<file path="src/rtl/greedy_box_nms_unit_macros.svh">
// Assertion macros shared by the greedy box suppression RTL
`ifndef GREEDY_BOX_NMS_UNIT_MACROS_SVH
`define GREEDY_BOX_NMS_UNIT_MACROS_SVH

// same-cycle implication
`define GBN_ASSERT_NOW(lbl, ante, cons, msg) \
    lbl: assert property (@(posedge i_clk) disable iff (!i_rst_n) (ante) |-> (cons)) \
        else $error(msg);

// next-cycle implication
`define GBN_ASSERT_NEXT(lbl, ante, cons, msg) \
    lbl: assert property (@(posedge i_clk) disable iff (!i_rst_n) (ante) |=> (cons)) \
        else $error(msg);

`endif

</file>
<file path="src/rtl/gbn_pkg.sv">
// Types and constants for the greedy box suppression unit
`default_nettype none

package gbn_pkg;

    localparam int IOU_STAGES = 6;

    localparam logic [6:0]  RESULT_CAP    = 7'd64;
    localparam logic [15:0] THRESH_RESET  = 16'd19661;
    localparam logic [6:0]  MAXPICK_RESET = 7'd2;

    localparam logic CFG_THRESHOLD = 1'b0;
    localparam logic CFG_MAX_PICKS = 1'b1;

    typedef struct packed {
        logic signed [15:0] cx;
        logic signed [15:0] cy;
        logic [15:0]        w;
        logic [15:0]        h;
    } t_geo;

    typedef struct packed {
        logic        valid;
        logic        supp;
        t_geo        geo;
        logic [15:0] score;
    } t_slot;

    typedef struct packed {
        logic adv;
        logic clr_valid;
        logic clr_supp;
    } t_cell_ctl;

endpackage

`default_nettype wire

</file>
<file path="src/rtl/gbn_cell.sv">
// One ring cell: holds a box with its score, valid and suppressed flags
`default_nettype none

module gbn_cell (
    input  wire logic              i_clk,
    input  wire logic              i_rst_n,
    input  wire gbn_pkg::t_cell_ctl i_ctl,
    input  wire logic              i_load,
    input  wire gbn_pkg::t_geo     i_load_geo,
    input  wire logic [15:0]       i_load_score,
    input  wire gbn_pkg::t_slot    i_prev,
    output gbn_pkg::t_slot         o_slot
);

    logic          r_valid;
    logic          r_supp;
    gbn_pkg::t_geo r_geo;
    logic [15:0]   r_score;

    always_ff @(posedge i_clk) begin
        if (!i_rst_n) begin
            r_valid <= 1'b0;
            r_supp  <= 1'b0;
        end else if (i_load) begin
            r_valid <= 1'b1;
            r_supp  <= 1'b0;
        end else if (i_ctl.adv) begin
            r_valid <= i_prev.valid;
            r_supp  <= i_prev.supp;
        end else begin
            if (i_ctl.clr_valid) r_valid <= 1'b0;
            if (i_ctl.clr_supp)  r_supp  <= 1'b0;
        end
    end

    always_ff @(posedge i_clk) begin
        if (i_load) begin
            r_geo   <= i_load_geo;
            r_score <= i_load_score;
        end else if (i_ctl.adv) begin
            r_geo   <= i_prev.geo;
            r_score <= i_prev.score;
        end
    end

    assign o_slot = '{valid: r_valid, supp: r_supp, geo: r_geo, score: r_score};

endmodule

`default_nettype wire

</file>
<file path="config.mk">
export PLATFORM = sky130hd
export DESIGN_NAME = gbn_cell
export DESIGN_NICKNAME = d
export VERILOG_FILES = /design/src/rtl/greedy_box_nms_unit_macros.svh /design/src/rtl/gbn_pkg.sv /design/src/rtl/gbn_cell.sv
export SDC_FILE = /design/constraint.sdc
export NUM_CORES = 1
export LEC_CHECK = 0
export BUFFER_PORTS_ARGS = -buffer_cell sky130_fd_sc_hd__buf_2
export CAP_MARGIN = 10
export CORE_MARGIN = 3
export CORE_UTILIZATION = 41
export CTS_CLUSTER_DIAMETER = 80
export DETAILED_ROUTE_END_ITERATION = 8
export GPL_TIMING_DRIVEN = 0
export HOLD_SLACK_MARGIN = 0.06
export PLACE_DENSITY_LB_ADDON = 0.05
export SLEW_MARGIN = 30
export SYNTH_ARGS = -nofsm -noshare
export SYNTH_HDL_FRONTEND = slang
export SYNTH_SLANG_ARGS = --single-unit
</file>
<file path="constraint.sdc">
create_clock -name i_clk -period 2.5 [get_ports i_clk]
set_input_delay 0.375 -clock i_clk [delete_from_list [all_inputs] [get_ports i_clk]]
set_output_delay 0.375 -clock i_clk [all_outputs]
set_load 0.01 [all_outputs]
</file>
# Word level (Yosys, flattened, before mapping)

Cells that the tools add are included.

Register bits after elaboration: 82

Bitwise gates (word level): 1
Reduce and logical (&&, ||, !) cells: 4
Muxes and demuxes: 9

Operators by type and width:

| cell               | number |
|---|---|
| 64-bit two-way mux | 2 |
| 16-bit two-way mux | 2 |
| 1-bit two-way mux  | 5 |
| 2-bit nonzero test | 2 |
| 3-bit nonzero test | 1 |
| 2-bit OR reduction | 1 |
| 1-bit inverter     | 1 |

# Depth between registers and ports, before layout

Word-level depth: 3
Mapped depth: 4
Depth with buffers taken out: 2

# Worst setup path after synthesis

Ideal clock, no wire load.

Path type: input to register
Start: input i_load
End: register r_geo, in the netlist o_slot[16], enable pin
Arrival: 1.706 ns
Path slack: 0.390 ns
Stages: 3
Data required time: 2.096 ns
Cells stage by stage: buf_6 buf_6 or2_2

Cells in the longest elaborated chain, start to end: 1

Ends and longest elaborated chain:

| element                             | RTL line       | text |
|---|---|---|
| from (decl)                         | gbn_cell.sv:8  | `input wire logic i_load,` |
| 2-bit nonzero test (no source line) | n/a            |  |
| to (signal assigned)                | gbn_cell.sv:38 | `r_geo <= i_load_geo;` |
| to (signal assigned)                | gbn_cell.sv:41 | `r_geo <= i_prev.geo;` |
| to (decl)                           | gbn_cell.sv:17 | `gbn_pkg::t_geo r_geo;` |

Every way passes these cells.
A chain may end at the register's enable or synchronous reset.

# Final worst setup path

Start: input i_load
End: register r_geo, in the netlist o_slot[22], enable pin

The elaborated chain is that of the path after synthesis.

==> metrics <==
drt pass-1 iters 4; DR vias/cell approximately 4.5; worst reg-to-reg path cell count 2; GRT overflow 0; Post-Route WL 9.15 mm; Final ANT Viol Nets 0; Max Freq 0.644 GHz; CTS Hold Buffers Added 0; Yosys cell types 13; area taken by flip-flops and latches 0.00244 mm²; post-route minimum period 1.55 ns; post-synth top area cell edfxtp_1; initial antenna violation count 1; Post-synth EDFFs 80; cells after synthesis between 150 and 200; HP Class in2reg; RSZ-0062 raised after global routing no; Tcrit/Tclk final 0.621; # diodes 0; vias in the first global route ~2500; row count 34; worst slew pin tran 0.530 ns; CP Launch Type input pin; global router's overall resource usage 0.166; HPWL after DPL 7.28 mm; Inserted Clock Buffers 9; Post-CTS Resized 0; Post-synth top flop edfxtp_1; die width 102 µm; FFs w/ async S/R, synth 0; crit-path leading delay family buffers and inverters; H-tree level count 3; Clock Skews 0 ns; syn avg cell area 20.8 µm²; synthesized area 0.00376 mm²; routed len/inst 16.5 µm; status complete, no violations; fin cells ~550; hold path depth 3; sequential area share after synthesis 0.650; Pwr per Cell Area 604 mW/mm²; final hold viol count 0; CTS tree built; Max Cap Violations 0; CP peak stage delay 0.48 ns; layout cell share with drive strength beyond 1 0.791; commonest cells in the netlist edfxtp_1 (80), mux2_4 (68), mux2_2 (12); root buffer cell clkbuf_8; Final Max Tran Viols 0; Initial Util 0.427; Worst path depth 4; area delta synth->final 42.0%; Synth Net Count 349; Sink Count 82; worst-path cell chain buf_6 > buf_6 > or2_4 > buf_12; multi-input logic area 0.00121 mm²; most frequent CP cell buf_6; crit path DAT 1.57 ns; Worst VDD drop 243 µV; dpl cells around 540; crit end category flip-flop; initial drt markers slightly below 60; leak pwr 2.60 nW; top cells by area, synth edfxtp_1 (64%), mux2_4 (27%), mux2_2 (3.6%); Worst Path Required 2.52 ns; clk_lat worst skew 0.33 ns; Worst Path Max Fanout 44; Nets 609; Clock Path Buffers 2; Vias 2485; Top Ports 250; CP max stage cell or2_4; Final GP Congestion 0.728; Core ar. ~0.0088 mm²; CP bufs+invs 3; final setup fails 0; Synth Register Bits 82; count of input and output buffers 248; Synth top area share 0.639; clock-pin transition on the worst setup and hold timing paths 0.07 ns; setup repair bufs after CTS 0; die area 0.0104 mm²; Remaining DRCs 0; die height between 100 and 150 µm; Max-Slew Margin vs Limit 0.646; total power draw 0.00322 W; Synth Warn # 0; final setup TNS 0 ns; largest net degree at the start of global routing between 40 and 50; FILL cells approximately 750; critical path type in2reg; first-pass GRT wire length 12.6 mm; cell with the most instances after synthesis edfxtp_1
where the power goes:
part	internal (W)	leakage [nW]	switching, W
clock	0.000461	0.0914	0.000434
sequential	0.00168	0.832	0.0000319
combinational	0.000347	1.67	0.000270
metrics by stage:
stage               setup WS, ns  instance area, µm²  hold slack [ns]  utilization
detailed placement         0.602                5160            0.549        0.586
floorplan                  0.390                3760            0.504            -
global placement         -0.0800                5140            0.543        0.583
global route               0.901                5340            0.275        0.606
finish                     0.948                5340            0.282        0.606
CTS                        0.969                5340            0.264        0.606
layout make-up:
| class | instances | share of cell area |
|---|---|---|
| timing repair buffer | 249 | 0.236 |
| clock buffer | 13 | 0.0260 |
| sequential | 82 | 0.458 |
| multi-input combinational | 88 | 0.227 |
| tap | 108 | 0.0253 |
| clock inverter | 3 | 0.00750 |
| buffer | 11 | 0.0206 |
worst paths after layout:
path | start | slack (ns) | endpoint
max | i_load | 0.95 | o_slot[22]
min | i_prev[80] | 0.28 | r_supp
max reg2reg | r_valid | 1.62 | r_valid
min reg2reg | r_supp | 0.55 | r_supp
routing by layer:
metal | wire, µm | vias up | global-route usage
li1 | - | 1221 | -
met1 | 3320 | 1102 | 0.179
met2 | 4740 | 149 | 0.298
met3 | 954 | 11 | 0.0537
met4 | 131 | 2 | 0.0716
met5 | 7 | - | 0
sequential cells by signal (all words and copies together), names as in the netlist:
| signal | count |
|---|---|
| r_supp | 1 |
| r_score | 16 |
| o_slot | 64 |
| r_valid | 1 |
kinds of logic (layout without fill, tap and decap cells):
group / count (synthesis) / count (layout) / share of synthesized area
mux: 80 / 80 / 0.307
simple gates: 5 / 5 / 0.00899
flops: 82 / 82 / 0.650
compound gates: 3 / 3 / 0.00466
buf+inv: 11 / 276 / 0.0293
cell usage in the layout (no fill, tap or decap):
cell,count
or3b_1,2
clkinv_2,2
dfxtp_1,2
nand2b_1,1
buf_6,8
edfxtp_1,80
buf_4,2
or2_4,1
mux2_2,12
clkbuf_8,9
bufinv_16,1
nand2_1,1
mux2_4,68
buf_2,249
a21boi_1,1
a21oi_1,2
buf_12,1
clkbuf_1,4
worst min-delay path, stage by stage:
cell and delay [ns]:
buf_2 0.10, nand2_1 0.05, a21oi_1 0.05
No activity file was read; power rests on OpenSTA's default activity.
