--- src/rtl/greedy_box_nms_unit_macros.svh ---
// Assertion macros shared by the greedy box suppression RTL
`ifndef GREEDY_BOX_NMS_UNIT_MACROS_SVH
`define GREEDY_BOX_NMS_UNIT_MACROS_SVH

// same-cycle implication
`define GBN_ASSERT_NOW(lbl, ante, cons, msg) \
    lbl: assert property (@(posedge i_clk) disable iff (!i_rst_n) (ante) |-> (cons)) \
        else $error(msg);

// next-cycle implication
`define GBN_ASSERT_NEXT(lbl, ante, cons, msg) \
    lbl: assert property (@(posedge i_clk) disable iff (!i_rst_n) (ante) |=> (cons)) \
        else $error(msg);

`endif

--- src/rtl/gbn_pkg.sv ---
// Types and constants for the greedy box suppression unit
`default_nettype none

package gbn_pkg;

    localparam int IOU_STAGES = 6;

    localparam logic [6:0]  RESULT_CAP    = 7'd64;
    localparam logic [15:0] THRESH_RESET  = 16'd19661;
    localparam logic [6:0]  MAXPICK_RESET = 7'd2;

    localparam logic CFG_THRESHOLD = 1'b0;
    localparam logic CFG_MAX_PICKS = 1'b1;

    typedef struct packed {
        logic signed [15:0] cx;
        logic signed [15:0] cy;
        logic [15:0]        w;
        logic [15:0]        h;
    } t_geo;

    typedef struct packed {
        logic        valid;
        logic        supp;
        t_geo        geo;
        logic [15:0] score;
    } t_slot;

    typedef struct packed {
        logic adv;
        logic clr_valid;
        logic clr_supp;
    } t_cell_ctl;

endpackage

`default_nettype wire

--- src/rtl/gbn_iou.sv ---
// Pipelined overlap test of a travelling box against the current pick
`default_nettype none

module gbn_iou (
    input  wire logic           i_clk,
    input  wire logic           i_rst_n,
    input  wire logic           i_adv,
    input  wire logic           i_flush,
    input  wire gbn_pkg::t_geo  i_pick,
    input  wire logic [15:0]    i_threshold,
    input  wire gbn_pkg::t_slot i_slot,
    output gbn_pkg::t_slot      o_slot,
    output logic                o_overlap
);

    localparam int NS = gbn_pkg::IOU_STAGES;

    gbn_pkg::t_slot r_slot [NS];

    logic signed [18:0] r1_x1, r1_x2, r1_y1, r1_y2;
    logic [16:0]        r2_iw, r2_ih;
    logic [33:0]        r3_inter;
    logic [31:0]        r3_aa, r3_ab;
    logic [33:0]        r4_inter;
    logic [35:0]        r4_union;
    logic [33:0]        r5_inter;
    logic [51:0]        r5_prod;
    logic               r6_ovl;

    logic signed [18:0] w_alx, w_ahx, w_blx, w_bhx;
    logic signed [18:0] w_aly, w_ahy, w_bly, w_bhy;
    logic signed [19:0] w_dx, w_dy;
    logic [16:0]        w_iw, w_ih;

    always_comb begin
        w_alx = {{2{i_pick.cx[15]}}, i_pick.cx, 1'b0} - {3'b000, i_pick.w};
        w_ahx = {{2{i_pick.cx[15]}}, i_pick.cx, 1'b0} + {3'b000, i_pick.w};
        w_aly = {{2{i_pick.cy[15]}}, i_pick.cy, 1'b0} - {3'b000, i_pick.h};
        w_ahy = {{2{i_pick.cy[15]}}, i_pick.cy, 1'b0} + {3'b000, i_pick.h};
        w_blx = {{2{i_slot.geo.cx[15]}}, i_slot.geo.cx, 1'b0} - {3'b000, i_slot.geo.w};
        w_bhx = {{2{i_slot.geo.cx[15]}}, i_slot.geo.cx, 1'b0} + {3'b000, i_slot.geo.w};
        w_bly = {{2{i_slot.geo.cy[15]}}, i_slot.geo.cy, 1'b0} - {3'b000, i_slot.geo.h};
        w_bhy = {{2{i_slot.geo.cy[15]}}, i_slot.geo.cy, 1'b0} + {3'b000, i_slot.geo.h};
        w_dx  = {r1_x2[18], r1_x2} - {r1_x1[18], r1_x1};
        w_dy  = {r1_y2[18], r1_y2} - {r1_y1[18], r1_y1};
        // overlap extent never exceeds twice the narrower size
        w_iw  = (w_dx[19] || (w_dx == 20'sd0)) ? 17'd0 : w_dx[16:0];
        w_ih  = (w_dy[19] || (w_dy == 20'sd0)) ? 17'd0 : w_dy[16:0];
    end

    always_ff @(posedge i_clk) begin
        if (!i_rst_n || i_flush) begin
            for (int s = 0; s < NS; s++) r_slot[s].valid <= 1'b0;
        end else if (i_adv) begin
            r_slot[0] <= i_slot;
            for (int s = 1; s < NS; s++) r_slot[s] <= r_slot[s-1];
            r1_x1    <= (w_alx > w_blx) ? w_alx : w_blx;
            r1_x2    <= (w_ahx < w_bhx) ? w_ahx : w_bhx;
            r1_y1    <= (w_aly > w_bly) ? w_aly : w_bly;
            r1_y2    <= (w_ahy < w_bhy) ? w_ahy : w_bhy;
            r2_iw    <= w_iw;
            r2_ih    <= w_ih;
            r3_inter <= 34'(r2_iw) * 34'(r2_ih);
            r3_aa    <= 32'(i_pick.w) * 32'(i_pick.h);
            r3_ab    <= 32'(r_slot[1].geo.w) * 32'(r_slot[1].geo.h);
            r4_inter <= r3_inter;
            r4_union <= 36'({r3_aa, 2'b00}) + 36'({r3_ab, 2'b00}) - 36'(r3_inter);
            r5_inter <= r4_inter;
            r5_prod  <= 52'(i_threshold) * 52'(r4_union);
            r6_ovl   <= {2'b00, r5_inter, 16'h0000} > r5_prod;
        end
    end

    assign o_slot    = r_slot[NS-1];
    assign o_overlap = r6_ovl;

endmodule

`default_nettype wire

--- config.mk ---
export PLATFORM = sky130hd
export DESIGN_NAME = gbn_iou
export DESIGN_NICKNAME = d
export VERILOG_FILES = /design/src/rtl/greedy_box_nms_unit_macros.svh /design/src/rtl/gbn_pkg.sv /design/src/rtl/gbn_iou.sv
export SDC_FILE = /design/constraint.sdc
export NUM_CORES = 2
export LEC_CHECK = 0
export BUFFER_PORTS_ARGS = -buffer_cell sky130_fd_sc_hd__buf_2
export CORE_MARGIN = 3
export CORE_UTILIZATION = 47
export CTS_CLUSTER_SIZE = 24
export DETAILED_ROUTE_END_ITERATION = 16
export REMOVE_ABC_BUFFERS = 1
export SLEW_MARGIN = 30
export SYNTH_ARGS = -nofsm -noshare
export SYNTH_HDL_FRONTEND = slang
export SYNTH_SLANG_ARGS = --single-unit
--- constraint.sdc ---
create_clock -name i_clk -period 41.1 [get_ports i_clk]
set_input_delay 12.33 -clock i_clk [delete_from_list [all_inputs] [get_ports i_clk]]
set_output_delay 12.33 -clock i_clk [all_outputs]
set_load 0.05 [all_outputs]
* Word level (Yosys, flattened, before mapping)
Memories as Yosys holds them, arrays and structs flattened.
Cells that the tools add are included.
** Word-level totals
- Register bits after elaboration :: 365
- Word-level logic and storage cells :: 65
- RAM bits :: 492
- Memories kept :: 1
- Input port bits :: 166
- Output and inout bits :: 83
** Memory list
- r_slot :: words 6, bits a word 82, read ports 6, clocked after Yosys merged registers in 0, wr ports 6, line gbn_iou.sv:18 : gbn_pkg::t_slot r_slot [NS];
** Operators by class
- Multiply operators :: 4
- Magnitude comparators :: 5
- Reduce and logical (&&, ||, !) cells :: 7
- Add/subtract/negate cells :: 12
- Mux-type cells :: 15
- Bitwise operators :: 7
** Operators with widths (count)
- 19-bit two-way mux :: 4
- 17-bit by 17-bit adder with 18-bit output :: 4
- 17-bit by 17-bit subtractor with 18-bit output :: 4
- 16-bit by 16-bit multiplier with 32-bit output :: 2
- 50-bit by 52-bit greater-than comparator with 1-bit output :: 1
- 16-bit by 36-bit multiplier with 52-bit output :: 1
- 20-bit zero test :: 2
- 19-bit by 19-bit subtractor with 20-bit output :: 2
- 18-bit greater-than comparator :: 2
- 18-bit < comparator :: 2
- 35-bit by 34-bit subtractor with 36-bit output :: 1
- 34-bit by 34-bit adder with 35-bit output :: 1
- 17-bit by 17-bit multiplier with 34-bit output :: 1
- 1-bit two-way mux :: 11
- 1-bit bitwise OR :: 6
- 1-bit logical OR :: 3
- 2-bit AND reduction :: 1
- 1-bit zero test :: 1
- 1-bit inverter :: 1

* Longest topological paths before layout
- Depth after elaboration :: 5
- Mapped depth :: 27
- Depth with buffers taken out :: 25

* Least setup slack after synthesis
No wires, ideal clock.
- Path type :: input to register
- From :: input port i_flush
- To :: memory r_slot[0][163] in the netlist's numbering, data pin
- Setup time :: 293 ps
- Path buffers :: 1
- Data required time :: 40807 ps
- Arrival time :: 36951 ps
- Path slack :: 3856 ps
- Stages :: 3
- Path through :: and3b_1 clkbuf_1 and2_1
** RTL lines
- start, declared :: line gbn_iou.sv:8 : input wire logic i_flush,
- end, declared :: line gbn_iou.sv:18

* Final worst setup path
- From :: input port i_threshold[6]
- To :: register r5_prod[49], data pin
** On the way
- Word-level cells in the longest chain between the ends :: 1
** RTL lines
- start, declared :: line gbn_iou.sv:10 : input wire logic [15:0] i_threshold,
- 16-bit by 36-bit multiplier with 52-bit output :: line gbn_iou.sv:69 : r5_prod <= 52'(i_threshold) * 52'(r4_union);
- end signal, assigned :: line gbn_iou.sv:69
- end, declared :: line gbn_iou.sv:27 : logic [51:0] r5_prod;
Every way passes these cells.
A chain may end at the register's enable or synchronous reset.

==> results.tsv <==
stage	metric	value	unit
floorplan	CORE AREA	175000	µm²
clock_network	Post-CTS Hold Fix Bufs	0	
synth	post-synthesis cell area	83300	µm²
placement	Placer Congestion	0.911	
cells_and_area	Area Overhead vs Synth	7.01	%
cells_and_area	Layout Nets	9992	
cells_and_area	fraction of layout cells with a size suffix above 1	0.0589	
clock_network	H-tree depth	3	
cells_and_area	most frequent cells in the layout	inv_1 (1,676), fa_1 (1,128), nand2_1 (997), edfxtp_1 (852), ha_1 (733)	
placement	DP Wirelength	167000	µm
synth	synthesized flop and latch total	852	
worst_setup_path	Startpoint Class	primary input	
synth	ys async rst share	0	
route	routed vias	54483	
clock_network	post-CTS resize count	0	
clock_network	Clock Path Buffers	3	
grt	total gr overflow	0	
synth	number of flops mapped to enable cells by yosys	852	
timing	WHS	0.404	ns
timing	worst-margin pin slew	1.12	ns
floorplan	die area	182000	µm²
timing	Max Slew Vio Count	0	
floorplan	# IOs	249	
cells_and_area	commonest non-fill, non-tap cell in the layout	inv_1	
worst_setup_path	R2R cell count	18	
route	Routed Antenna Nets	0	
grt	total track usage	0.237	
worst_setup_path	critical path type	primary input to flip-flop	
timing	fmax	0.0542	GHz
floorplan	Die H	427	µm
worst_setup_path	crit path max fanout	36	
worst_setup_path	CP Capture Type	flip-flop	
route	drc violations	0	
floorplan	Cell Rows	153	
synth	Mapped Avg Cell Area	10.5	µm²
worst_hold_path	WHS Path Cells	0	
grt	pin count of the biggest net entering global routing	177	
synth	top_reg_cell synth	edfxtp_1	
route	DR WL/cell	20.3	µm
floorplan	Die W	427	µm
synth	Cell variety after synth	84	
route	DR iter-0 viols	3350	
timing	setup TNS	0	ns
synth	gate count of the mapped netlist	7930	
worst_hold_path	HP Class	flip-flop to flip-flop	
route	first-pass iteration count of the detailed router	6	
worst_setup_path	CP arrival	18.90	ns
clock_network	root buffer cell	clkbuf_16	
floorplan	initial core utilization	0.476	
clock_network	worst skew pair latency	0.72	ns
timing	Clock Skews	0.0345	ns
timing	RSZ-0062 raised after global routing	no	
clock_network	number of setup buffers added after CTS	0	
timing	minimum clock period	18.44	ns
run_status	outcome	finished clean	
cells_and_area	fin util	0.509	
grt	first-pass GRT wire length	331000	µm
placement	Cell Area, Placed	86200	µm²
clock_network	clock sink count	852	
cells_and_area	cell area after layout	89100	µm²
timing	Final Cycle Share	0.449	
synth	post-synthesis sequential area ratio	0.307	
timing	final setup violation count	0	
grt	number of global-route vias before repair	57071	
clock_network	CTS Buf Count	90	
synth	Yosys Warn Count	0	
timing	Hold Vio Cnt, Final	0	
route	Vias/cell	5.26	
route	final WL	210000	µm
flow_run	MaxCap Viol Count	0	
timing	Slew headroom	0.252	
clock_network	CTS tree	yes	
placement	Port Buffer Count	248	
grt	initial antenna violation count	12	
clock_network	clock slew at reported path FFs	0.06	ns
worst_setup_path	Critical Path RT	41.56	ns
## cell families (layout without fill, tap and decap cells)
family                   count (synthesis)  after routing  share of synthesized area
AO/OA/AOI/OAI                          811            811                     0.0647
XOR/XNOR                               291            291                     0.0306
adder cells (fa/ha/maj)               1861           1861                      0.381
buffers and inverters                 2023           2128                     0.0949
flip-flops                             852            852                      0.307
multiplexers                            67             67                    0.00828
other                                    0              5                          0
AND/OR/NAND/NOR                       2025           2025                      0.113
## per-stage QoR
step,worst slack (ns),std cells
5_1_grt,22.34,10362
3_3_place_gp,22.02,10196
4_1_cts,22.74,10358
2_1_floorplan,8.02,7589
3_5_place_dp,21.96,10196
6_report,22.66,10365
## path summary, 6_finish.rpt
check,start,to,slack [ns]
worst max register to register,r4_union[10],r5_prod[49],33.85
worst min register to register,r_slot[0][295],r_slot[0][377],0.40
worst max-delay path,i_threshold[6],r5_prod[49],22.66
worst min-delay path,r_slot[0][295],r_slot[0][377],0.40
## critical path: stages
cell and delay, ns:
buf_2 0.63, and2_1 0.25, fa_1 0.42, inv_1 0.08, fa_1 0.43, fa_1 0.50
fa_1 0.56, inv_1 0.05, fa_1 0.53, fa_1 0.45, ha_1 0.35, a21boi_1 0.15
a21boi_1 0.39, a31o_2 0.25, a41oi_2 0.22, nor4b_2 0.41, nor2_2 0.13, o31ai_2 0.42
a31oi_1 0.16, xnor2_1 0.14
## cell type report
cell class                 instances  area (µm²)
tap                             2325        2910
fill                           15805       85800
antenna                            5        12.5
timing repair buffer             284        1580
multi-input combinational       5055       49800
clock inverter                    56         567
clock buffer                     106        2330
sequential                       852       25600
inverter                        1682        6310
## cells in the mapped netlist (17+ instances only)
cell type | count | area, µm²
buf_4 | 82 | 616
xor2_1 | 83 | 727
a21oi_1 | 247 | 1240
clkbuf_1 | 251 | 942
edfxtp_1 | 852 | 25600
nand2_1 | 997 | 3740
nor3_1 | 56 | 280
o31ai_1 | 22 | 165
inv_1 | 1676 | 6290
nand3_1 | 56 | 280
o21ai_0 | 101 | 505
o21a_1 | 43 | 323
xnor2_1 | 208 | 1820
nand4_1 | 35 | 219
and2_1 | 430 | 2690
ha_1 | 733 | 9170
nor2b_1 | 54 | 338
fa_1 | 1128 | 22600
o21bai_1 | 39 | 293
nand2b_1 | 42 | 263
mux2i_1 | 52 | 521
a21o_1 | 138 | 1040
o21ai_1 | 19 | 95.1
a211oi_1 | 29 | 218
or3_1 | 25 | 156
a31oi_1 | 17 | 106
nor2_1 | 267 | 1000
and3_1 | 21 | 131
## registers in the layout (all words and copies together) (netlist names), 32 cells and up
| signal | count |
|---|---|
| r4_union | 35 |
| r3_aa | 32 |
| r4_inter | 34 |
| r5_inter | 34 |
| r_slot | 492 |
| r5_prod | 52 |
| r3_ab | 32 |
| r3_inter | 34 |
## routing by layer
layer  global-route usage  up-vias  share of wire
met5                    0        -        0.00012
met4               0.0744        4          0.030
met3               0.0370      294          0.058
met2                0.397     1545           0.48
met1                0.319    27628           0.43
li1                     -    25012              -
Power is left out: the tool's default activity adds up to more than one toggle a clock period on the data nets, which glitch-free logic cannot reach.
